$ cat src/hw/rtl/rbuf_pkg.sv
// ----------------------------------------------------------------------------
// rbuf_pkg
// shared codes, widths and types of the multichannel sample ring buffer
// ----------------------------------------------------------------------------
package rbuf_pkg;

  // input command codes
  localparam logic [1:0] CMD_INSERT = 2'd0;
  localparam logic [1:0] CMD_READ   = 2'd1;
  localparam logic [1:0] CMD_CLEAR  = 2'd2;

  localparam int NUM_REGS    = 4;   // length registers
  localparam int CFG_W       = 7;   // length register width
  localparam int CMD_W       = 2;
  localparam int CHSEL_W     = 2;   // channel field width
  localparam int SAMPLE_W    = 16;
  localparam int CHAN_W      = 3;   // channel index in a job, up to eight channels
  localparam int POS_W       = 6;   // write position in a job, up to 64 slots
  localparam int LEN_W       = 7;   // window length, up to 64
  localparam int QUEUE_DEPTH = 2;

  // job kinds handed from the front to the back
  typedef enum logic [1:0] {
    OP_WRITE,   // store a sample, then acknowledge
    OP_READ,    // stream the whole window
    OP_ACK,     // single result, ok set
    OP_NAK      // single result, ok clear
  } op_t;

  typedef struct packed {
    op_t                 op;
    logic [CHAN_W-1:0]   chan;
    logic [POS_W-1:0]    pos;
    logic [LEN_W-1:0]    len;
    logic [SAMPLE_W-1:0] sample;
  } job_t;

  typedef struct packed {
    logic valid;
    job_t job;
  } q_head_t;

  typedef logic [NUM_REGS-1:0][CFG_W-1:0] cfg_len_t;

endpackage

$ cat src/hw/rtl/rbuf_queue.sv
// ----------------------------------------------------------------------------
// rbuf_queue
// short job queue between front and back
// ----------------------------------------------------------------------------
module rbuf_queue import rbuf_pkg::*; (
  input  logic    clk,
  input  logic    rst_n,
  input  logic    push_valid,
  input  job_t    push_job,
  output logic    push_ready,
  output q_head_t head,
  input  logic    pop
);

  localparam int PTR_W = (QUEUE_DEPTH > 1) ? $clog2(QUEUE_DEPTH) : 1;
  localparam int CNT_W = $clog2(QUEUE_DEPTH + 1);

  job_t             slot_r [QUEUE_DEPTH];
  logic [PTR_W-1:0] wr_ptr_r;
  logic [PTR_W-1:0] rd_ptr_r;
  logic [CNT_W-1:0] count_r;
  logic             do_push;
  logic             do_pop;

  assign push_ready = (32'(count_r) < QUEUE_DEPTH);
  assign head.valid = (count_r != '0);
  assign head.job   = slot_r[rd_ptr_r];
  assign do_push    = push_valid && push_ready;
  assign do_pop     = pop && head.valid;

  function automatic logic [PTR_W-1:0] ptr_inc(input logic [PTR_W-1:0] p);
    return (32'(p) == QUEUE_DEPTH - 1) ? '0 : PTR_W'(p + PTR_W'(1));
  endfunction

  always_ff @(posedge clk) begin
    if (do_push) begin
      slot_r[wr_ptr_r] <= push_job;
    end
    if (!rst_n) begin
      wr_ptr_r <= '0;
      rd_ptr_r <= '0;
      count_r  <= '0;
    end else begin
      if (do_push) begin
        wr_ptr_r <= ptr_inc(wr_ptr_r);
      end
      if (do_pop) begin
        rd_ptr_r <= ptr_inc(rd_ptr_r);
      end
      if (do_push && !do_pop) begin
        count_r <= CNT_W'(count_r + CNT_W'(1));
      end else if (do_pop && !do_push) begin
        count_r <= CNT_W'(count_r - CNT_W'(1));
      end
    end
  end

endmodule

$ cat config.mk
export PLATFORM = sky130hd
export DESIGN_NAME = rbuf_queue
export DESIGN_NICKNAME = d
export VERILOG_FILES = /design/src/hw/rtl/rbuf_pkg.sv /design/src/hw/rtl/rbuf_queue.sv
export SDC_FILE = /design/constraint.sdc
export NUM_CORES = 1
export LEC_CHECK = 0
export BUFFER_PORTS_ARGS = -buffer_cell sky130_fd_sc_hd__buf_2
export CAP_MARGIN = 20
export CORE_MARGIN = 2
export CORE_UTILIZATION = 55
export CTS_BUF_LIST = sky130_fd_sc_hd__clkbuf_16
export CTS_CLUSTER_DIAMETER = 60
export DETAILED_ROUTE_END_ITERATION = 12
export MAX_ROUTING_LAYER = met4
export PLACE_DENSITY = 0.8
export RECOVER_POWER = 25
export SLEW_MARGIN = 20
export SYNTH_ARGS = -nofsm -noshare
export SYNTH_HDL_FRONTEND = slang
export SYNTH_SLANG_ARGS = --single-unit
$ cat constraint.sdc
create_clock -name clk -period 3.3 [get_ports clk]
set_input_delay 0.825 -clock clk [delete_from_list [all_inputs] [get_ports clk]]
set_output_delay 0.825 -clock clk [all_outputs]
set_load 0.02 [all_outputs]
# --- After elaboration in Yosys (flattened, before gate mapping) ---
# Memory sizes are Yosys's and may differ from the RTL's. A register that Yosys moved wholly into a read port is not among the register bits.
# Index checks and enable logic that the tools add are counted.
word_totals:
  wordCells: 25
  input_bits: 38
  ff_bits: 4
  output_inout_bits: 36
  n_memories: 1
  ram_bits: 68
memory_table:
  columns: ["memory", "words", "width", "read_ports", "rd_ports_with_merged_regs", "write_ports", "line_no", "text"]
  rows:
  - ["slot_r", 2, 34, 1, 1, 1, "rbuf_queue.sv:18", "job_t slot_r [QUEUE_DEPTH];"]
classes:
  n_reduce_logical: 8
  n_lt_le_gt_ge: 1
  addsub: 4
  mux: 8
op_table:
  columns: ["cell", "n"]
  rows:
  - ["$mux W1", 6]
  - ["$logic_and A1 B1 Y1", 4]
  - ["$mux W2", 2]
  - ["$reduce_bool A2 Y1", 2]
  - ["$add A1 B1 Y1 const B", 2]
  - ["$add A2 B1 Y2 const B", 1]
  - ["$logic_not A1 Y1", 2]
  - ["$lt A2 B2 Y1 const B", 1]
  - ["$sub A2 B1 Y2 const B", 1]

# --- Longest topological paths before layout ---
logic_depth:
  ltp_word: 6
  depth_mapped: 5
  mapped_depth_nobuf: 5

# --- Least setup slack after synthesis ---
# Ideal clock, no wire load.
synth_path:
  kind: "input to register"
  from: "in push_valid"
  to: "mem slot_r[1][0] in the netlist's numbering (enable)"
  arrival_ns: 1.905
  n_path_buf: 0
  slack_ns: 1.001
  required_ns: 2.906
  stages: 2
  setup_ns: 0.394
  cell_sequence: "nor2b_1 > and2_1"
synth_via:
  elab_chain_cells: 3
synth_lines:
  columns: ["element", "line_no", "text"]
  rows:
  - ["start: declaration", "rbuf_queue.sv:8", "input logic push_valid,"]
  - ["$logic_and A1 B1 Y1", "rbuf_queue.sv:28", "assign do_push = push_valid && push_ready;"]
  - ["$mux W1", "rbuf_queue.sv:36", "if (do_push) begin"]
  - ["$mux W1 (not written as such)", "rbuf_queue.sv:37", "slot_r[wr_ptr_r] <= push_job;"]
  - ["end: declaration", "rbuf_queue.sv:18", null]
# Every way passes these cells.

==> results.py <==
metrics = {
    "clock_tree": {
        "clk_pin_slew_ps": 50,
        "postCtsResizedCells": 0,
        "hold_buffers": 0,
        "cts_sinks": 73,
        "cts_buffer_depth": 2,
        "cts_max_level": 3,
        "cts_setup_buffers": 0,
        "cts_buffers": 9,
        "cts_root_buf": "clkbuf_16",
        "cts_tree": "built",
        "worstSkewPairLatency_ps": 320,
    },
    "logic_synthesis": {
        "syn_area_mm2": 0.00268,
        "ys_seq_area_frac": 0.800,
        "synthArstFlopShare": 0,
        "syn-num-nets": 168,
        "synth_top_area_share": 0.763,
        "synthAdderAreaFrac": 0.00467,
        "syn_avg_cell_area_um2": 20.8,
        "synth_edf_count": 68,
        "synth_top_family_by_area": "multiplexers",
        "yosysWarningCount": 0,
        "synthXorXnorAreaFrac": 0.00981,
        "synth_ff_type": "edfxtp_1",
        "muxShareOfSynthArea": 0.143,
        "yosysTopAreaCell": "edfxtp_1",
        "yosysMostFrequentCell": "edfxtp_1",
        "synthTopCellsByCount": "edfxtp_1, mux2_2, dfxtp_1",
        "synth_compound_area_frac": 0.00935,
        "synth_cell_type_count": 18,
        "synthSimpleGateAreaFrac": 0.0215,
        "netlist_instances": 129,
        "synth_area_leaders": "edfxtp_1, mux2_2, dfxtp_1",
        "synth_seq_cells": 73,
    },
    "global_route": {
        "grt_use_total": 0.186,
        "grt_pass1_vias": 1425,
        "grt_max_degree": 35,
        "gr-total-overflow": 0,
        "grt_antenna_before_repair": 0,
        "grt_pass1_wl_mm": 6.75,
    },
    "critical_path": {
        "cpMaxStageDelayCell": "mux2_2",
        "path_class": "reg2out",
        "crit_required_ps": 2470,
        "start_kind": "flop",
        "crit_path_end_kind": "output port",
        "crit_fanout": 21,
        "slowest_delay_ps": 380,
        "arrival_ps": 1480,
        "cp_cell_sequence": "buf_4, mux2_2, buf_2",
    },
    "run_status": {
        "status": "complete, no violations",
    },
    "layout": {
        "multiInputGateArea_um2": 504,
        "nNetsFinal": 253,
        "finalInstanceArea_mm2": 0.00341,
        "fin_util": 0.722,
        "fillCellCount": 306,
        "seq_area_mm2": 0.00214,
        "syn2layout_area_growth_pct": 27.3,
        "layout-drive-gt1-share": 0.539,
        "antenna_cells": 0,
    },
    "power_and_ir_drop": {
        "power.density_mw_per_mm2": 840,
        "peakVddDrop_mv": 0.501,
        "cellLeakagePower_nw": 1.29,
    },
    "sta": {
        "fin_crit_ps": 2310,
        "worst_pin_slew_ps": 442,
        "finalSetupViolations": 0,
        "period_share": 0.699,
        "hold_violations": 0,
        "rsz0062_at_grt": "no",
        "fin_hold_ws_ps": 558,
        "slew_violations": 0,
        "relSlewSlack": 0.705,
        "setup_tns_ps": 0,
        "skew_ps": 4.02,
        "fmax_ghz": 0.434,
    },
    "routing": {
        "wl_per_cell_um": 15.8,
        "vias": 1379,
        "wl_mm": 4.52,
        "avgViaCountPerCell": 4.82,
        "drt_iter0_drc": 61,
        "ant_nets": 0,
        "firstDrtPassIters": 4,
        "drc": 0,
    },
    "placement": {
        "hpwl_mm": 3.05,
        "gp_congestion": 0.694,
        "post_dp_cell_area_mm2": 0.00314,
        "io_buffers": 73,
    },
    "floorplanning": {
        "coreArea_mm2": 0.00472,
        "start_util": 0.567,
        "die_area_mm2": 0.00544,
        "ios": 74,
        "die_x_um": 73.8,
        "die_h_um": 73.8,
        "placementRows": 25,
    },
    "hold_path": {
        "hold_class": "reg2reg",
    },
    "run": {
        "max_cap_violations": 0,
    },
}
[per-stage QoR]
stage	instances	power, W	worst slack (ps)
floorplan	129	0.00177	1000
global placement	270	0.00197	1290
detailed placement	270	0.00200	1240
CTS	286	0.00290	978
global route	286	0.00300	926
finish	286	0.00286	995
[report_power, final]
| group | switching [W] | internal (W) | total [W] |
|---|---|---|---|
| registers | 0.0000423 | 0.00117 | 0.00121 |
| clock network | 0.000317 | 0.000569 | 0.000885 |
| logic | 0.000447 | 0.000319 | 0.000767 |
[sequential cells by signal (all words and copies together), names as in the netlist, named ones only]
register / count
rd_ptr_r: 1
wr_ptr_r: 1
slot_r: 68
count_r: 2
[worst max-delay path: cells and delay by family, from the launching register on]
kind / cells / cell delay [ps]
DFF: 1 / 330
muxes: 1 / 380
buffers and inverters: 2 / 450
[cells in the final DEF, fill, tap and decap left out, types with 2 or more instances in the layout]
master,count
clkinv_1,3
clkbuf_1,6
inv_1,3
mux2_2,34
buf_2,67
clkbuf_16,9
buf_4,5
edfxtp_1,68
nor2b_1,2
dfxtp_1,5
xnor2_1,2
and2_1,4
[cells by family (layout without fill, tap and decap cells)]
logic type / after synthesis / after routing
flops: 73 / 73
simple gates: 9 / 9
xor+xnor: 3 / 3
compound gates: 4 / 4
buf+inv: 5 / 95
fa+ha+maj: 1 / 1
mux: 34 / 34
[per-layer routing]
layer | GRT usage | wire length, um | vias to the layer above
met2 | 0.285 | 2350 | 42
met3 | 0.0754 | 217 | 7
met4 | 0.0848 | 71 | 0
met5 | - | 0 | -
met1 | 0.216 | 1880 | 659
li1 | - | - | 671
[final cells by class]
class | instances | area share
clock buffer | 9 | 0.0661
clock inverter | 7 | 0.0158
inverter | 1 | 0.00110
multi-input combinational | 51 | 0.148
sequential | 73 | 0.628
tap | 67 | 0.0246
timing repair buffer | 78 | 0.116
[path summary, 6_finish.rpt]
path,endpoint,startpoint,cells past startpoint,slack (ps)
setup / recovery,head[17],flop,3,990
hold / removal,count_r[1],count_r[1],2,560
setup reg to reg,slot_r[1][15],count_r[1],3,1810
hold reg to reg,count_r[1],count_r[1],2,560
Power figures use the tool's default switching activity.
