--- src/hw/rtl/rbuf_pkg.sv ---
// ----------------------------------------------------------------------------
// rbuf_pkg
// shared codes, widths and types of the multichannel sample ring buffer
// ----------------------------------------------------------------------------
package rbuf_pkg;

  // input command codes
  localparam logic [1:0] CMD_INSERT = 2'd0;
  localparam logic [1:0] CMD_READ   = 2'd1;
  localparam logic [1:0] CMD_CLEAR  = 2'd2;

  localparam int NUM_REGS    = 4;   // length registers
  localparam int CFG_W       = 7;   // length register width
  localparam int CMD_W       = 2;
  localparam int CHSEL_W     = 2;   // channel field width
  localparam int SAMPLE_W    = 16;
  localparam int CHAN_W      = 3;   // channel index in a job, up to eight channels
  localparam int POS_W       = 6;   // write position in a job, up to 64 slots
  localparam int LEN_W       = 7;   // window length, up to 64
  localparam int QUEUE_DEPTH = 2;

  // job kinds handed from the front to the back
  typedef enum logic [1:0] {
    OP_WRITE,   // store a sample, then acknowledge
    OP_READ,    // stream the whole window
    OP_ACK,     // single result, ok set
    OP_NAK      // single result, ok clear
  } op_t;

  typedef struct packed {
    op_t                 op;
    logic [CHAN_W-1:0]   chan;
    logic [POS_W-1:0]    pos;
    logic [LEN_W-1:0]    len;
    logic [SAMPLE_W-1:0] sample;
  } job_t;

  typedef struct packed {
    logic valid;
    job_t job;
  } q_head_t;

  typedef logic [NUM_REGS-1:0][CFG_W-1:0] cfg_len_t;

endpackage

--- src/hw/rtl/rbuf_if.sv ---
// ----------------------------------------------------------------------------
// rbuf_if
// command and result channel interfaces with valid/ready handshake
// ----------------------------------------------------------------------------
interface rbuf_cmd_if import rbuf_pkg::*; ();
  logic                valid;
  logic                ready;
  logic [CMD_W-1:0]    command;
  logic [CHSEL_W-1:0]  channel;
  logic [SAMPLE_W-1:0] sample;

  modport source (output valid, command, channel, sample, input ready);
  modport sink   (input valid, command, channel, sample, output ready);
endinterface


--- src/hw/rtl/rbuf_front.sv ---
// ----------------------------------------------------------------------------
// rbuf_front
// accepts commands, keeps write positions and full flags, issues jobs
// ----------------------------------------------------------------------------
module rbuf_front import rbuf_pkg::*; #(
  parameter int CHANNELS   = 4,
  parameter int MAX_LENGTH = 64
) (
  input  logic     clk,
  input  logic     rst_n,
  rbuf_cmd_if.sink in_chan,
  input  cfg_len_t cfg_len,
  output logic     push_valid,
  output job_t     push_job,
  input  logic     push_ready
);

  localparam int CW = (CHANNELS > 1) ? $clog2(CHANNELS) : 1;
  localparam int PW = (MAX_LENGTH > 1) ? $clog2(MAX_LENGTH) : 1;

  logic [PW-1:0] pos_r [CHANNELS];
  logic          full_r [CHANNELS];

  logic              chan_ok;
  logic [CW-1:0]     ci;
  logic [CFG_W-1:0]  len_raw;
  logic [LEN_W-1:0]  eff_len;
  logic [PW-1:0]     pos;
  logic              wrap;
  logic              take;

  assign in_chan.ready = push_ready;
  assign take          = in_chan.valid && push_ready;

  always_comb begin
    chan_ok = (32'(in_chan.channel) < CHANNELS);
    ci      = CW'(in_chan.channel);
    len_raw = cfg_len[in_chan.channel];

    // length held to the range one to max
    if (len_raw == '0) begin
      eff_len = LEN_W'(1);
    end else if (32'(len_raw) > MAX_LENGTH) begin
      eff_len = LEN_W'(MAX_LENGTH);
    end else begin
      eff_len = LEN_W'(len_raw);
    end

    pos = chan_ok ? pos_r[ci] : '0;
    if (32'(pos) >= MAX_LENGTH) begin
      pos = PW'(MAX_LENGTH - 1);
    end
    wrap = (LEN_W'(pos) >= eff_len - LEN_W'(1));

    push_valid      = in_chan.valid;
    push_job.op     = OP_NAK;
    push_job.chan   = CHAN_W'(ci);
    push_job.pos    = POS_W'(pos);
    push_job.len    = eff_len;
    push_job.sample = in_chan.sample;
    if (chan_ok) begin
      unique case (in_chan.command)
        CMD_INSERT: push_job.op = OP_WRITE;
        CMD_READ:   push_job.op = (full_r[ci]) ? OP_READ : OP_NAK;
        CMD_CLEAR:  push_job.op = OP_ACK;
        default:    push_job.op = OP_NAK;
      endcase
    end
  end

  always_ff @(posedge clk) begin
    if (!rst_n) begin
      for (int c = 0; c < CHANNELS; c++) begin
        pos_r[c]  <= '0;
        full_r[c] <= 1'b0;
      end
    end else if (take && chan_ok) begin
      if (in_chan.command == CMD_INSERT) begin
        if (wrap) begin
          pos_r[ci]  <= '0;
          full_r[ci] <= 1'b1;
        end else begin
          pos_r[ci] <= PW'(pos + PW'(1));
        end
      end else if (in_chan.command == CMD_CLEAR) begin
        pos_r[ci]  <= '0;
        full_r[ci] <= 1'b0;
      end
    end
  end

endmodule

--- src/flat_wrapper.sv ---
// flat-port wrapper written by rule: the top's interface ports become plain ports
module rbuf_front_flat import rbuf_pkg::*;
#(
  parameter int CHANNELS   = 4,
  parameter int MAX_LENGTH = 64
)
  (clk, rst_n, cfg_len, push_valid, push_job, push_ready, in_chan_valid, in_chan_command, in_chan_channel, in_chan_sample, in_chan_ready);
  rbuf_cmd_if in_chan_i ();
  input  logic clk;
  input  logic rst_n;
  input  cfg_len_t cfg_len;
  output logic push_valid;
  output job_t push_job;
  input  logic push_ready;
  input wire logic [$bits(in_chan_i.valid)-1:0] in_chan_valid;
  input wire logic [$bits(in_chan_i.command)-1:0] in_chan_command;
  input wire logic [$bits(in_chan_i.channel)-1:0] in_chan_channel;
  input wire logic [$bits(in_chan_i.sample)-1:0] in_chan_sample;
  output wire logic [$bits(in_chan_i.ready)-1:0] in_chan_ready;
  assign in_chan_i.valid = in_chan_valid;
  assign in_chan_i.command = in_chan_command;
  assign in_chan_i.channel = in_chan_channel;
  assign in_chan_i.sample = in_chan_sample;
  assign in_chan_ready = in_chan_i.ready;
  rbuf_front #(.CHANNELS(CHANNELS), .MAX_LENGTH(MAX_LENGTH)) u_core (.clk(clk), .rst_n(rst_n), .in_chan(in_chan_i), .cfg_len(cfg_len), .push_valid(push_valid), .push_job(push_job), .push_ready(push_ready));
endmodule
--- config.mk ---
export PLATFORM = sky130hd
export DESIGN_NAME = rbuf_front_flat
export DESIGN_NICKNAME = d
export VERILOG_FILES = /design/src/hw/rtl/rbuf_pkg.sv /design/src/hw/rtl/rbuf_if.sv /design/src/hw/rtl/rbuf_front.sv /design/src/flat_wrapper.sv
export SDC_FILE = /design/constraint.sdc
export NUM_CORES = 1
export LEC_CHECK = 0
export BUFFER_PORTS_ARGS = -buffer_cell sky130_fd_sc_hd__buf_4
export CAP_MARGIN = 40
export CORE_ASPECT_RATIO = 1.25
export CORE_UTILIZATION = 35
export DETAILED_ROUTE_END_ITERATION = 8
export SLEW_MARGIN = 5
export SYNTH_ARGS = -nofsm -noshare
export SYNTH_HDL_FRONTEND = slang
export SYNTH_SLANG_ARGS = --single-unit
export TNS_END_PERCENT = 20
--- constraint.sdc ---
create_clock -name clk -period 7.9 [get_ports clk]
set_clock_uncertainty 0.05 [all_clocks]
set_input_delay 1.58 -clock clk [delete_from_list [all_inputs] [get_ports clk]]
set_output_delay 1.58 -clock clk [all_outputs]
set_load 0.005 [all_outputs]
# ---- After elaboration in Yosys (flattened, before gate mapping)
# Memories as Yosys holds them, arrays and structs flattened.
# Cells that the tools add are included.
dict set report word_totals {
  ramBits 28
  word_cells 48
  ff_bits 0
  memories 2
}
dict set report classes {
  reduce_logical 5
  mux 31
  n_bitwise 3
  magnitude_cmp 3
  addsub 2
  n_eq_ne 2
}
# memory depth width rd rd_ports_with_merged_regs write_ports line_no
set memory_table {}
lappend memory_table {u_core.pos_r 4 6 1 0 4 rbuf_front.sv:21} ;# logic [PW-1:0] pos_r [CHANNELS];
lappend memory_table {u_core.full_r 4 1 1 0 4 rbuf_front.sv:22} ;# logic full_r [CHANNELS];
# operator count
set ops {}
lappend ops {{7-bit two-way mux} 3}
lappend ops {{1-bit two-way mux} 20}
lappend ops {{6-bit two-way mux} 3}
lappend ops {{7-bit binary-select mux with 2-bit select} 1}
lappend ops {{6-bit by 7-bit >= comparator with 1-bit output} 1}
lappend ops {{7-bit greater-than comparator, second input constant} 1}
lappend ops {{7-bit zero test} 1}
lappend ops {{7-bit by 1-bit subtractor with 7-bit output, second input constant} 1}
lappend ops {{6-bit by 1-bit adder with 6-bit output, second input constant} 1}
lappend ops {{2-bit two-way mux} 3}
lappend ops {{2-bit case mux with 3 select lines} 1}
lappend ops {{6-bit OR reduction} 1}
lappend ops {{2-bit by 3-bit < comparator with 1-bit output, second input constant} 1}
lappend ops {{1-bit bitwise OR} 3}
lappend ops {{2-bit by 1-bit equality test with 1-bit output, second input constant} 1}
lappend ops {{2-bit equality test, second input constant} 1}
lappend ops {{2-bit zero test} 1}
lappend ops {{1-bit logical AND} 1}
lappend ops {{1-bit OR reduction} 1}

# ---- Logic depth before layout (Yosys ltp)
# Gate-level depths: netlist of run 1.
dict set report logic_depth {
  ltp_word 16
  depth_mapped 16
}

# ---- Least setup slack after synthesis of run 1
# OpenSTA, ideal clock, no wires.
dict set report synth_timing {
  path_type {input port to flip-flop}
  start {input port in_chan_channel[1]}
  end {memory u_core.full_r[3] (enable)}
  required_ps 7546
  arrival_time_ps 4302
  path_slack_ps 3244
  cell_stages 13
  n_path_buf 2
  setup_time_ps 304
  cell_sequence {buf_2 -> buf_1 -> mux4_2 -> o21bai_1 -> ha_1 -> and2b_4 -> a21oi_1 -> a21oi_1 -> ha_1 -> o211ai_1 -> o21a_1 -> or3_4 -> a21boi_1}
}
# item line_no
set synth_rtl {}
lappend synth_rtl {{start, declared} flat_wrapper.sv:17} ;# input wire logic [$bits(in_chan_i.channel)-1:0] in_chan_channel;
lappend synth_rtl {{end, declared} rbuf_front.sv:22}

==> results of run 1 <==
-- layer usage --
metal | wire, um | up-vias
met3 | 219 | 2
met4 | 41 | 0
met2 | 2471 | 43
met1 | 1846 | 710
li1 | - | 714
met5 | 0 | -
-- cell families after synthesis --
| group | count (synthesis) |
|---|---|
| AOI/OAI and AO/OA | 20 |
| xor gates and xnor gates | 5 |
| adders and majority gates | 8 |
| buffers and inverters | 33 |
| DFF | 28 |
| muxes | 17 |
| other | 1 |
| and+or+nand+nor | 70 |
-- sequential cells by signal, indices dropped and copies added, names as in the netlist --
| signal | count |
|---|---|
| u_core.full_r | 4 |
| u_core.pos_r | 24 |
-- worst register-to-register path: stages (launching register included) --
cell and delay, ns:
edfxtp_1 0.39, mux4_2 0.59, inv_1 0.10, ha_1 0.21
nand2b_1 0.13, a2111oi_0 0.42, o21a_1 0.24, nor3_2 0.05
buf_4 0.20, nor3_1 0.21
-- power breakdown --
group          switching [W]  internal (W)
clock network      0.0000437     0.0000678
registers         0.00000121      0.000166
logic              0.0000513     0.0000518
-- cells in the final DEF, fill, tap and decap left out, types with 2 or more instances in the layout --
master    Yosys  routed
nor2_1        9       9
buf_4        21      56
and2_1        4       4
nand2b_1      4       4
xor2_1        3       3
nor2b_1       5       5
inv_1         3       3
mux4_2       11      11
nor3b_1       2       2
clkbuf_8      0       3
mux4_1        3       3
ha_1          8       8
mux2_2        3       3
nand3b_1      2       2
dfxtp_1       3       3
o21a_1        3       3
nand2_1      14      14
xnor2_1       2       2
o21bai_1      2       2
edfxtp_1     25      25
nor3_2        2       2
nor3_1       18      18
nor3b_2       2       2
a21oi_1       8       8
-- per-stage QoR --
step                util, %  hold WS, ns  cells
floorplan                 -       0.3949    182
global placement      41.00       0.4208    274
detailed placement    41.00       0.4248    274
CTS                   42.24       0.4375    278
global route          42.24       0.4657    278
finish                42.24       0.4355    278
-- worst max-delay path by stage --
stage                       start                               end  slack, ns  depth (start not counted)
2_1_floorplan  in_chan_channel[1]        u_core.full_r[3]$_DFFE_PP_       3.24                         13
3_3_place_gp   in_chan_channel[0]        u_core.full_r[3]$_DFFE_PP_       2.80                         15
3_5_place_dp   in_chan_channel[0]        u_core.full_r[3]$_DFFE_PP_       2.74                         15
4_1_cts        in_chan_channel[0]        u_core.full_r[3]$_DFFE_PP_       3.05                         15
5_1_grt        in_chan_channel[0]  u_core.pos_r[1][2]$_SDFFCE_PN0P_       2.72                         15
6_report       in_chan_channel[0]  u_core.pos_r[2][2]$_SDFFCE_PN0P_       3.07                         15
-- cell usage after synthesis (all sizes together) (4+ instances only) --
cell | count | area (sq um)
a21oi | 8 | 40.04
edfxtp | 25 | 750.7
mux4 | 14 | 326.6
nor3 | 20 | 110.1
nor2 | 11 | 51.30
nand2b | 4 | 25.02
nand2 | 14 | 52.55
and2 | 4 | 25.02
ha | 8 | 100.1
buf | 27 | 211.4
nor2b | 5 | 31.28
nor3b | 4 | 40.03
-- area by class of cell --
class                           instances  area [sq um]  share of cell area, %
Clock buffer                            3         41.29                  1.691
Clock inverter                          1         30.03                  1.230
Inverter                                3         11.26                 0.4613
Multi-Input combinational cell        121          1045                  42.80
Sequential cell                        28         810.8                  33.21
Tap cell                               66         82.58                  3.383
Timing Repair Buffer                   56         420.4                  17.22
==> impl_summary.md, run 1 <==
Status
The run finished, with violations left. The checks that failed: DRC.

Critical path
The kind of cell with the highest combined delay on the critical path is compound AO/OA/AOI/OAI gates. STA classifies the critical path endpoint as a flip-flop. In this run the worst path has a maximum fanout of 21. The capture instance of the worst register-to-register path is u_core.pos_r[2][5]$_SDFFCE_PN0P_. The critical register-to-register path startpoint is u_core.pos_r[0][0]$_SDFFCE_PN0P_. STA puts the critical path data arrival time at approximately 4.8 ns. The signal on the critical path passes through buf_4 > mux4_1 > nor2_2 > nand2_1 > nor2_1 > o21bai_1 > ha_1 > and2b_4 > a21oi_1 > a21oi_1 > ha_1 > o211ai_1 > o21a_1 > o31ai_1 > nor2_1. The kind of start point of the critical path is an input pin. In this design, the stage delay of the slowest critical-path cell is approximately 0.7 ns. The buffer and inverter count on the worst path is 1. The number of cells on the worst reg-to-reg path is 9.

The critical path in this run is classified as in2reg. The highest-delay cell along the critical path is mux4_1. The flop-to-flop setup slack is 5.14 ns. The worst endpoint required time is between 7 and 8 ns.

Clock network
The cell at the root of the clock tree is clkbuf_8. The maximum level of the CTS H-tree is 1. The number of clock buffers added by TritonCTS is 3.

No sink is reached through more buffers than the 2 on the longest clock path. TritonCTS built the clock tree. The number of post-CTS setup repair buffers is 0. The clock insertion delay at the later pin of the skew report is approximately 0.27 ns.

Clock-pin slew was measured on the worst setup and hold paths at approximately 0.09 ns. The number of hold buffers added after CTS was 0. In this run, post-CTS repair resized a total of 0 instances. The number of clock sinks is 28.

Timing
The worst path uses between 60% and 70% of the clock period. The sum of negative setup slack is 0 ns. The count of final max-slew check failures is 0. The worst slew slack as a fraction of its limit is between 60% and 70%. The count of endpoints failing hold in the final timing report is 0. Setup repair after global routing left no endpoint under its margin.

Once routing completed, OpenROAD measured the worst setup slack at approximately 3.1 ns. The time the final worst path needs with I/O delays and setup is 4.831 ns. At the pin with the least slew margin, the transition time is about 0.54 ns.

Setup violations remaining at the end of the flow were counted as 0. The highest attainable clock frequency is between 200 and 250 MHz.

Yosys
In the synthesized netlist the dominant register cell turns out to be edfxtp_1. The per-instance average area after synthesis is ~11 sq um. For this run, asynchronously set or reset flops after synthesis account for 0%. The synthesized design contains 25 enable-type register cells. Summing the areas of all compound-gate instances in the mapped netlist gives roughly 6.3% of the synthesized area. The adder-cell area share of the yosys netlist is 4.790%. The net count after synthesis is around 240. The share of cell area taken by muxes after synthesis is between 10% and 20%. The synthesized netlist occupies a cell area of 0.002090 sq mm.

In this run, synthesis produced a sequential element count of 28. After synthesis, the largest family of logic cells by area is simple AND/OR/NAND/NOR gates. The synthesized instance count is about 180.

Summing the areas of all and, or, nand and nor instances in the mapped netlist gives 19.40% of the synthesized area. For this run, the number of Yosys warnings is 0. After synthesis, flip-flops and latches occupy between 30% and 40% of the total area.

After Yosys synthesis, XOR and XNOR cells account for under 10% of the synthesized area. The distinct cell type count of the synthesized netlist is 43.

Floorplan
Row generation in the floorplan step produced 31 rows. For this configuration, the core starts out at a cell density of 36.16%. The die is between 80 and 90 um tall. The area of the die is approximately 0.0063 sq mm. The floorplan step defined a core boundary enclosing 0.005779 sq mm. 88 I/O pins were placed. In this run the horizontal extent of the chip is approximately 70 um.

Cells and area
The layout overhead on the synthesized area is 16.83%. Cells with a size suffix above 1 make up between 30% and 40% of the layout. The total number of nets in the final design is ~270. The number of filler instances in the final layout is roughly 560. After routing the design area is ~0.0024 sq mm. The final antenna diode count is 0.

Placed design
The congestion estimate from routability-driven global placement came to 0.7398. The worst setup timing slack at the placement stage is ~2.7 ns. In this run the tool buffered the top-level ports with 54 buffer cells.

The standard cell area after detailed placement is between 0.002 and 0.0025 sq mm. The total half-perimeter wirelength after legalization and detailed placement is ~3500 um.

GRT
Global routing used between 15 and 20% of the available tracks. Global routing consumed, on the met1 layer, 17.92% of the routing resources. The number of antenna violations at the first check in global routing is 0. The first global-routing pass estimated 7396 um of wire. The number of global-route vias before repair was 1517. The residual overflow from global routing is 0. After global routing, the most crowded layer is met2. Entering global routing, the biggest net connects 22 pins. Global routing consumed, on the met2 layer, between 20 and 30% of the routing resources. Global routing used under 10% of the available met3 tracks.

Route
Using the TritonRoute via totals, the vias-per-cell ratio works out to about 5.3. The number of violations reported at the end of detailed-routing iteration 0 is 43. The routed wire length is approximately 4600 um. Once detail routing completed, the nets flagged for antenna violations numbered 0. The first TritonRoute pass finished after 6 iterations. The count of unresolved DRC violations after routing is 8. The via total after detailed routing is 1469.

Dividing the detail-routed wire length by the instance count gives about 16 um.

Hold path
The worst hold path belongs to the class reg2reg. The worst hold path startpoint is u_core.full_r[1]$_DFF_P_. The worst hold path was traced through 2 stages. The path with the worst hold slack has its endpoint at u_core.full_r[1]$_DFF_P_.

Power and ir drop
The worst-case vdd ir drop is between 0.00005 and 0.00006 V. In this run the static leakage power is around 0.95 nW. For this design the ratio of total power to cell area is 156.3 mW/mm^2. The sum of internal, switching and leakage power is 0.0003817 W.

Job
The max capacitance violation total is 0.
Power figures use the tool's default switching activity.
==> run 2, diff against run 1 <==
ABC_AREA = 1   (was unset)
clock period = 5 ns   (was 7.9 ns; I/O delays follow)
==> run 2 against run 1 <==
Compared with the run above: the run now ends clean; hold slack improved by 0.040 ns; synthesized cell count up 57%; total power rose by 52%; wire length up 10%; core utilization decreased by 0.76 points; largest power group unchanged; non-clock buffer count is 1 lower; global-route usage grew 0.42 points; sequential share of layout area down 2.1 points; design area rose by 6.8%; cell count grew 42%.
==> impl_summary.md, run 2 <==
Route
The number of optimization iterations in the first detailed-route pass came to 4 (was 6). The final routed wire length divided by cell count came to 12.75 um (was 16.47 um). The number of violations reported at the end of detailed-routing iteration 0 is 34 (was 43).

The detail-routed via count per cell is 4.727 (was 5.284). The count of unresolved DRC violations after routing came to 0 (was 8). The number of antenna-violating nets in the routed design is 0 (unchanged). The routed wire length is 5037 um (was 4579 um). The via total after detailed routing is 1867 (was 1469).

Yosys
The dominant cell by count in the synthesized netlist is nand2_1 (was edfxtp_1). Top cells by area in the synthesized netlist: edfxtp_1, nand2_1, buf_4, nor2_1, nand3_1 (was edfxtp_1, mux4_2, buf_4, ha_1, nor3_1). The top cell type's share of synthesized area is 32.17% (was 35.93%). The post-synthesis cell area was 0.002333 sq mm (was 0.002090 sq mm). The flop and latch count out of synthesis came to 28 (unchanged). The largest area contributor in the netlist was edfxtp_1 (unchanged). The distinct cell type count of the synthesized netlist is 38 (was 43). The synthesized instance count was 285 (was 182).

The Yosys warning count is 0 (unchanged). The number of flops mapped to enable cells by yosys is 25 (unchanged). Most used standard cells in the synthesized netlist: nand2_1, nor2_1, edfxtp_1 (was edfxtp_1, buf_4, nor3_1). The register area share after synthesis is 34.75% (was 38.80%).

The async set-reset flop share out of synthesis is 0% (unchanged). The per-instance average area after synthesis is 8.188 sq um (was 11.48 sq um). The net count after synthesis is 345 (was 242). The most frequently used flop master after synthesis is edfxtp_1 (unchanged).

Cells and area
The number of filler instances in the final layout came to 643 (was 564). The leading cell type in the layout, fill and taps excluded was nand2_1 (was buf_4). The fraction of final layout cells with drive strength greater than 1 is 31.29% (was 39.62%). The flip-flop count of the largest register after layout is 24 (unchanged). Biggest registers after layout: u_core.pos_r x24, u_core.full_r x4 (unchanged).

The area used by sequential logic in the layout is 810.8 sq um (unchanged). Most frequent cells in the layout: nand2_1, buf_4, nor2_1, edfxtp_1, nand3_1 (was buf_4, edfxtp_1, nor3_1, nand2_1, mux4_2). The count of placed standard cells in the final layout, fillers left out is 395 (was 278). The register containing the most flip-flops in the final layout is u_core.pos_r (unchanged). The final antenna diode count is 0 (unchanged). The layout overhead on the synthesized area is 11.74% (was 16.83%).

The total number of nets in the final design is 371 (was 273). The area taken by multi-input logic gates was 0.001114 sq mm (was 0.001045 sq mm).

Timing
Unrepaired setup endpoints after global routing: no (unchanged). The transition time at the pin with the least slew margin is 0.6166 ns (was 0.5399 ns). The final worst setup slack is 0.7179 ns (was 3.069 ns).

The time the final worst path needs with I/O delays and setup is roughly 4.3 ns. The number of setup violations in the final report is 0 (unchanged). The worst slew slack as a fraction of its limit came to 58.74% (was 63.70%). The worst path uses 85.64% of the clock period. Timing would allow up to between 200 and 250 MHz. The count of endpoints failing hold in the final timing report is 0 (unchanged). The sum of negative setup slack is 0 ns (unchanged).

The count of final max-slew check failures is 0 (unchanged).

Critical path
The capturing element type of the critical path was a flip-flop (unchanged). The critical register-to-register path startpoint is u_core.pos_r[3][2]$_DFFE_PP_ (was u_core.pos_r[0][0]$_SDFFCE_PN0P_). The kind of start point of the critical path is an input pin (unchanged). The number of cells on the worst reg-to-reg path is 16 (was 9). The arrival time at the worst endpoint is 4.24 ns (was 4.79 ns). The worst setup path category is in2reg (unchanged). The flop-to-flop setup slack is 2.53 ns (was 5.14 ns). The capture instance of the worst register-to-register path is u_core.full_r[3]$_DFFE_PP_ (was u_core.pos_r[2][5]$_SDFFCE_PN0P_). The worst endpoint required time came to 4.96 ns (was 7.86 ns). The highest net fanout along the worst path is 35 (was 21).

Clock network
The total of hold buffers inserted after clock tree synthesis was 0 (unchanged). The CTS tree is yes (unchanged). The post-cts repair resize count is 0 (unchanged). The clock-pin transition on the worst setup and hold timing paths is 0.10 ns (was 0.09 ns).

The maximum level of the CTS H-tree is 1 (unchanged). The cell at the root of the clock tree is clkbuf_8 (unchanged). The number of post-CTS setup repair buffers is 0 (unchanged). The clock insertion delay at the later pin of the skew report is 0.27 ns (about the same). The number of clock sinks was 28 (unchanged).

The TritonCTS buffer count is 3 (unchanged). The number of buffers on the longest clock path was 2 (unchanged).

Placed design
The worst setup timing slack at the placement stage was 0.4202 ns (was 2.738 ns). The total half-perimeter wirelength after legalization and detailed placement is 3985 um (was 3484 um). The global placer's final weighted congestion was 0.8112 (was 0.7398). The number of buffers added on ports is 54 (unchanged). The instance count after placement with tap cells included came to 391 (was 274).

Power and ir drop
The total power per unit cell area is 223.0 mW/mm^2 (was 156.3 mW/mm^2). The standby leakage power was 1.200 nW (was 0.9503 nW). The sum of internal, switching and leakage power was 0.0005814 W (was 0.0003817 W). The worst-case vdd ir drop is 0.00008751 V (was 0.00005565 V).

Job
The max capacitance violation total is 0 (unchanged).

Hold path
The worst hold endpoint is u_core.full_r[1]$_DFF_P_ (unchanged). The worst hold path startpoint was u_core.full_r[1]$_DFF_P_ (unchanged). The count of cells along the worst hold path is 4 (was 2).

The kind of path behind the tightest hold check is reg2reg (unchanged).

GRT
The pin count of the biggest net entering global routing is 36 (was 22). The number of global-route vias before repair is 1848 (was 1517). The number of antenna violations at the first check in global routing is 0 (unchanged). The residual overflow from global routing is 0 (unchanged). The overall global routing resource usage is 15.90% (was 15.48%).

The global-route wire length before repair is 8569 um (was 7396 um).

Floorplan
The floorplan row count was 32 (was 31). The area of the die came to 0.007000 sq mm (was 0.006285 sq mm). The area of the core is 0.006286 sq mm (was 0.005779 sq mm).

The die width is 75.03 um (was 71.11 um). The starting density of the core was 37.12% (was 36.16%). The height of the chip came to 93.29 um (was 88.39 um). The number of top-level design ports was 88 (unchanged).

Status
Status: completed (was finished with violations).
-- run 2: metrics by stage --
step           utilization [%]  hold slack [ns]  area [sq um]
5_1_grt                  41.48           0.5100          2608
2_1_floorplan                -           0.4391          2333
6_report                 41.48           0.4753          2608
3_3_place_gp             40.68           0.4681          2557
4_1_cts                  41.48           0.4793          2608
3_5_place_dp             40.76           0.4629          2562
-- run 2: cell type report --
class	count	share of cell area [%]
sequential	28	31.09
clock inverter	1	0.1440
timing repair buffer	55	15.74
clock buffer	3	1.583
multi-input combinational	192	42.71
inverter	31	4.654
tap	85	4.079
-- run 2: how the worst max path moves through the flow --
stage                       start                          to  slack (ns)  cells after the start
2_1_floorplan  in_chan_channel[0]  u_core.full_r[3]$_DFFE_PP_        0.99                     25
3_3_place_gp   in_chan_channel[0]  u_core.full_r[3]$_DFFE_PP_        0.56                     24
3_5_place_dp   in_chan_channel[0]  u_core.full_r[3]$_DFFE_PP_        0.42                     24
4_1_cts        in_chan_channel[0]  u_core.full_r[3]$_DFFE_PP_        0.72                     24
5_1_grt        in_chan_channel[0]  u_core.full_r[3]$_DFFE_PP_        0.27                     24
6_report       in_chan_channel[0]  u_core.full_r[3]$_DFFE_PP_        0.72                     24
-- run 2: cells by family after synthesis --
kind of cell | count (synthesis) | synth area share (%)
compound gates | 28 | 9.062
fa+ha+maj | 8 | 4.290
buf+inv | 65 | 17.53
other cells | 1 | 0.1607
xor+xnor | 8 | 3.003
simple gates | 147 | 31.21
flops | 28 | 34.75
-- run 2: power by group --
| group | switching, W | internal (W) | leakage [nW] |
|---|---|---|---|
| Combinational | 0.000109 | 0.0000824 | 0.894 |
| Clock | 0.0000690 | 0.0000552 | 0.0231 |
| Sequential | 0.00000261 | 0.000263 | 0.283 |
-- run 2: worst max-delay path, cell delays in order --
cell and delay (ns):
buf_4 0.32, inv_6 0.18, nand2_1 0.10, nand3_1 0.08, nand2_1 0.09, nand2_1 0.07, nor2_2 0.11, nand2_2 0.07
a21oi_1 0.28, inv_1 0.11, ha_1 0.28, xor2_1 0.18, ha_1 0.31, a21oi_1 0.14, o211ai_1 0.10, nand3_1 0.08
nand2_1 0.05, a21oi_1 0.15, nor2_2 0.07, nand3_1 0.13, nand2_1 0.12, o21ai_1 0.09, nand2_1 0.06, inv_1 0.05
-- run 2: per-layer routing --
metal  GRT usage [%]  part of all wire, %
met1           18.41                   41
met5               0                    0
met4           3.774                 0.73
met3           1.185                  3.2
met2           30.56                   55
==> run 3, diff against run 2 <==
PLACE_DENSITY = 0.59   (was unset)
==> run 3 against run 2 <==
Compared with the run above: maximum frequency increased by 0.89%; sequential power barely moved; largest cell class unchanged; register-to-register slack better by 0.02 ns; wire length down 1.4%; first-iteration DRC count rose by 88%; design area did not move.
==> impl_summary.md, run 3 (same netlist as run 2, synthesis figures left out) <==
Status
Status: completed (unchanged).

Clock network
The TritonCTS buffer count was 3 (unchanged). The maximum level of the CTS H-tree is 1 (unchanged). The CTS tree is yes (unchanged). The clock-pin transition on the worst setup and hold timing paths is 0.09 ns (was 0.10 ns).

The number of post-CTS setup repair buffers is 0 (unchanged). The cell at the root of the clock tree is clkbuf_8 (unchanged). The number of buffers on the longest clock path is 2 (unchanged).

The total of hold buffers inserted after clock tree synthesis is 0 (unchanged). The post-cts repair resize count was 0 (unchanged). The clock insertion delay at the later pin of the skew report came to 0.27 ns (about the same). The number of clock sinks is 28 (unchanged).

Critical path
The highest net fanout along the worst path is 35 (unchanged). Worst path cell trace: buf_4 > inv_6 > nand2_1 > nand3_1 > nand2_1 > nand2_1 > nor2_2 > nand2_2 > a21oi_1 > inv_1 > ha_1 > xor2_1 > ha_1 > nand2_1 > o211ai_1 > nand3_1 > nand2_1 > a21oi_1 > nor2_2 > nand3_1 > nand2_1 > o21ai_1 > nand2_1 > inv_1 (was buf_4 > inv_6 > nand2_1 > nand3_1 > nand2_1 > nand2_1 > nor2_2 > nand2_2 > a21oi_1 > inv_1 > ha_1 > xor2_1 > ha_1 > a21oi_1 > o211ai_1 > nand3_1 > nand2_1 > a21oi_1 > nor2_2 > nand3_1 > nand2_1 > o21ai_1 > nand2_1 > inv_1). The number of cells on the worst reg-to-reg path is 15 (was 16). The worst endpoint required time was 5.00 ns (was 4.96 ns). The worst setup path category is in2reg (unchanged). The maximum single-stage delay on the critical path is 0.32 ns (about the same). The kind of start point of the critical path is an input pin (unchanged). The capture instance of the worst register-to-register path is u_core.full_r[3]$_DFFE_PP_ (unchanged).

The flop-to-flop setup slack is 2.55 ns (was 2.53 ns). The capturing element type of the critical path is a flip-flop (unchanged). The arrival time at the worst endpoint was 4.25 ns (was 4.24 ns). The library cell appearing most often on the critical path is nand2_1 (unchanged). The critical register-to-register path startpoint is u_core.pos_r[1][0]$_SDFFCE_PN0P_ (was u_core.pos_r[3][2]$_DFFE_PP_). The highest-delay cell along the critical path is buf_4 (unchanged).

Route
The detail-routed via count per cell is 4.661 (was 4.727). The via total after detailed routing is 1841 (was 1867). The number of antenna-violating nets in the routed design is 0 (unchanged). The number of optimization iterations in the first detailed-route pass was 4 (unchanged).

The count of unresolved DRC violations after routing is 0 (unchanged). The number of violations reported at the end of detailed-routing iteration 0 was 64 (was 34). The routed wire length came to 4964 um (was 5037 um).

The final routed wire length divided by cell count is 12.57 um (was 12.75 um).

Floorplan
The area of the die is 0.007000 sq mm (unchanged). The floorplan row count is 32 (unchanged). The die width is 75.03 um (unchanged). The height of the chip is 93.29 um (unchanged). The starting density of the core came to 37.12% (unchanged). The number of top-level design ports is 88 (unchanged).

The area of the core is 0.006286 sq mm (unchanged).

Cells and area
The number of filler instances in the final layout is 658 (was 643). The leading cell type in the layout, fill and taps excluded is nand2_1 (unchanged). The flip-flop count of the largest register after layout was 24 (unchanged).

The register containing the most flip-flops in the final layout is u_core.pos_r (unchanged). Most frequent cells in the layout: nand2_1, buf_4, nor2_1, edfxtp_1, nand3_1 (unchanged). The fraction of final layout cells with drive strength greater than 1 is 31.29% (unchanged). Biggest registers after layout: u_core.pos_r x24, u_core.full_r x4 (unchanged). The total number of nets in the final design was 371 (unchanged). The final antenna diode count is 0 (unchanged). The layout overhead on the synthesized area is 11.74% (unchanged).

Timing
The highest attainable clock frequency is 235.6 MHz (was 233.5 MHz). The count of endpoints failing hold in the final timing report came to 0 (unchanged). The time the final worst path needs with I/O delays and setup is 4.244 ns (was 4.282 ns).

Unrepaired setup endpoints after global routing: no (unchanged). The worst slew slack as a fraction of its limit is 58.61% (was 58.74%). The sum of negative setup slack was 0 ns (unchanged). The transition time at the pin with the least slew margin came to 0.6186 ns (was 0.6166 ns). The final clock period utilization by the worst path is 84.88% (was 85.64%). The number of setup violations in the final report came to 0 (unchanged). The count of final max-slew check failures is 0 (unchanged).

GRT
The overall global routing resource usage is 15.17% (was 15.90%). The pin count of the biggest net entering global routing is 36 (unchanged). The global-route wire length before repair came to 8176 um (was 8569 um). The number of antenna violations at the first check in global routing is 0 (unchanged). The number of global-route vias before repair is 1818 (was 1848). The residual overflow from global routing is 0 (unchanged).

Placed design
The number of buffers added on ports was 54 (unchanged). The total half-perimeter wirelength after legalization and detailed placement is 3923 um (was 3985 um). The global placer's final weighted congestion is 0.7786 (was 0.8112).

Job
The max capacitance violation total is 0 (unchanged).

Hold path
The worst hold endpoint is u_core.full_r[2]$_DFF_P_ (was u_core.full_r[1]$_DFF_P_). The count of cells along the worst hold path is 4 (unchanged). The worst hold path startpoint is u_core.full_r[2]$_DFF_P_ (was u_core.full_r[1]$_DFF_P_). The kind of path behind the tightest hold check is reg2reg (unchanged).

Power and ir drop
The worst-case vdd ir drop is 0.00009564 V (was 0.00008751 V). The standby leakage power came to 1.199 nW (was 1.200 nW). The total power per unit cell area is 224.5 mW/mm^2 (was 223.0 mW/mm^2). The sum of internal, switching and leakage power was 0.0005853 W (was 0.0005814 W).
-- run 3: through the flow --
step	instances	worst slack (ns)	area [sq um]	hold WS [ns]	utilization (%)
global route	395	0.3348	2608	0.5167	41.48
global placement	390	0.5705	2557	0.4716	40.68
detailed placement	391	0.4707	2562	0.4612	40.76
floorplan	285	0.9859	2333	0.4391	-
finish	395	0.7558	2608	0.4735	41.48
CTS	395	0.7539	2608	0.4772	41.48
-- run 3: layout make-up --
cell class	count	area [sq um]	share of cell area, %
multi-input cells	192	1114	42.71
repair buffers	55	410.4	15.74
flip-flops and latches	28	810.8	31.09
clock buffers	4	45.04	1.727
well taps	85	106.4	4.079
inverters	31	121.4	4.654
-- run 3: how the worst max path moves through the flow --
stage                            start                    endpoint  slack (ns)
CTS                 in_chan_channel[0]  u_core.full_r[3]$_DFFE_PP_        0.75
global route        in_chan_channel[0]  u_core.full_r[3]$_DFFE_PP_        0.33
global placement    in_chan_channel[0]  u_core.full_r[3]$_DFFE_PP_        0.57
detailed placement  in_chan_channel[0]  u_core.full_r[3]$_DFFE_PP_        0.47
floorplan           in_chan_channel[0]  u_core.full_r[3]$_DFFE_PP_        0.99
finish              in_chan_channel[0]  u_core.full_r[3]$_DFFE_PP_        0.76
-- run 3: critical path: cells and delay by family --
family,cells,cell delay (ns)
buf+inv,4,0.65
xor+xnor,1,0.18
compound gates,4,0.57
simple gates,13,1.24
fa+ha+maj,2,0.59
-- run 3: power by group --
group | internal, W | switching, W | leakage, nW
Combinational | 0.0000828 | 0.000111 | 0.894
Sequential | 0.000263 | 0.00000256 | 0.283
Clock | 0.0000571 | 0.0000692 | 0.0228
Total | 0.000403 | 0.000183 | 1.20
-- run 3: metal layers --
layer	track usage (%)	wire length, um	share of wire, %	vias to the layer above
li1	-	-	-	955
met1	17.95	2091	42	850
met2	28.00	2629	53	34
met3	1.401	199	4.0	2
met4	4.717	44	0.89	0
met5	0	0	0	-
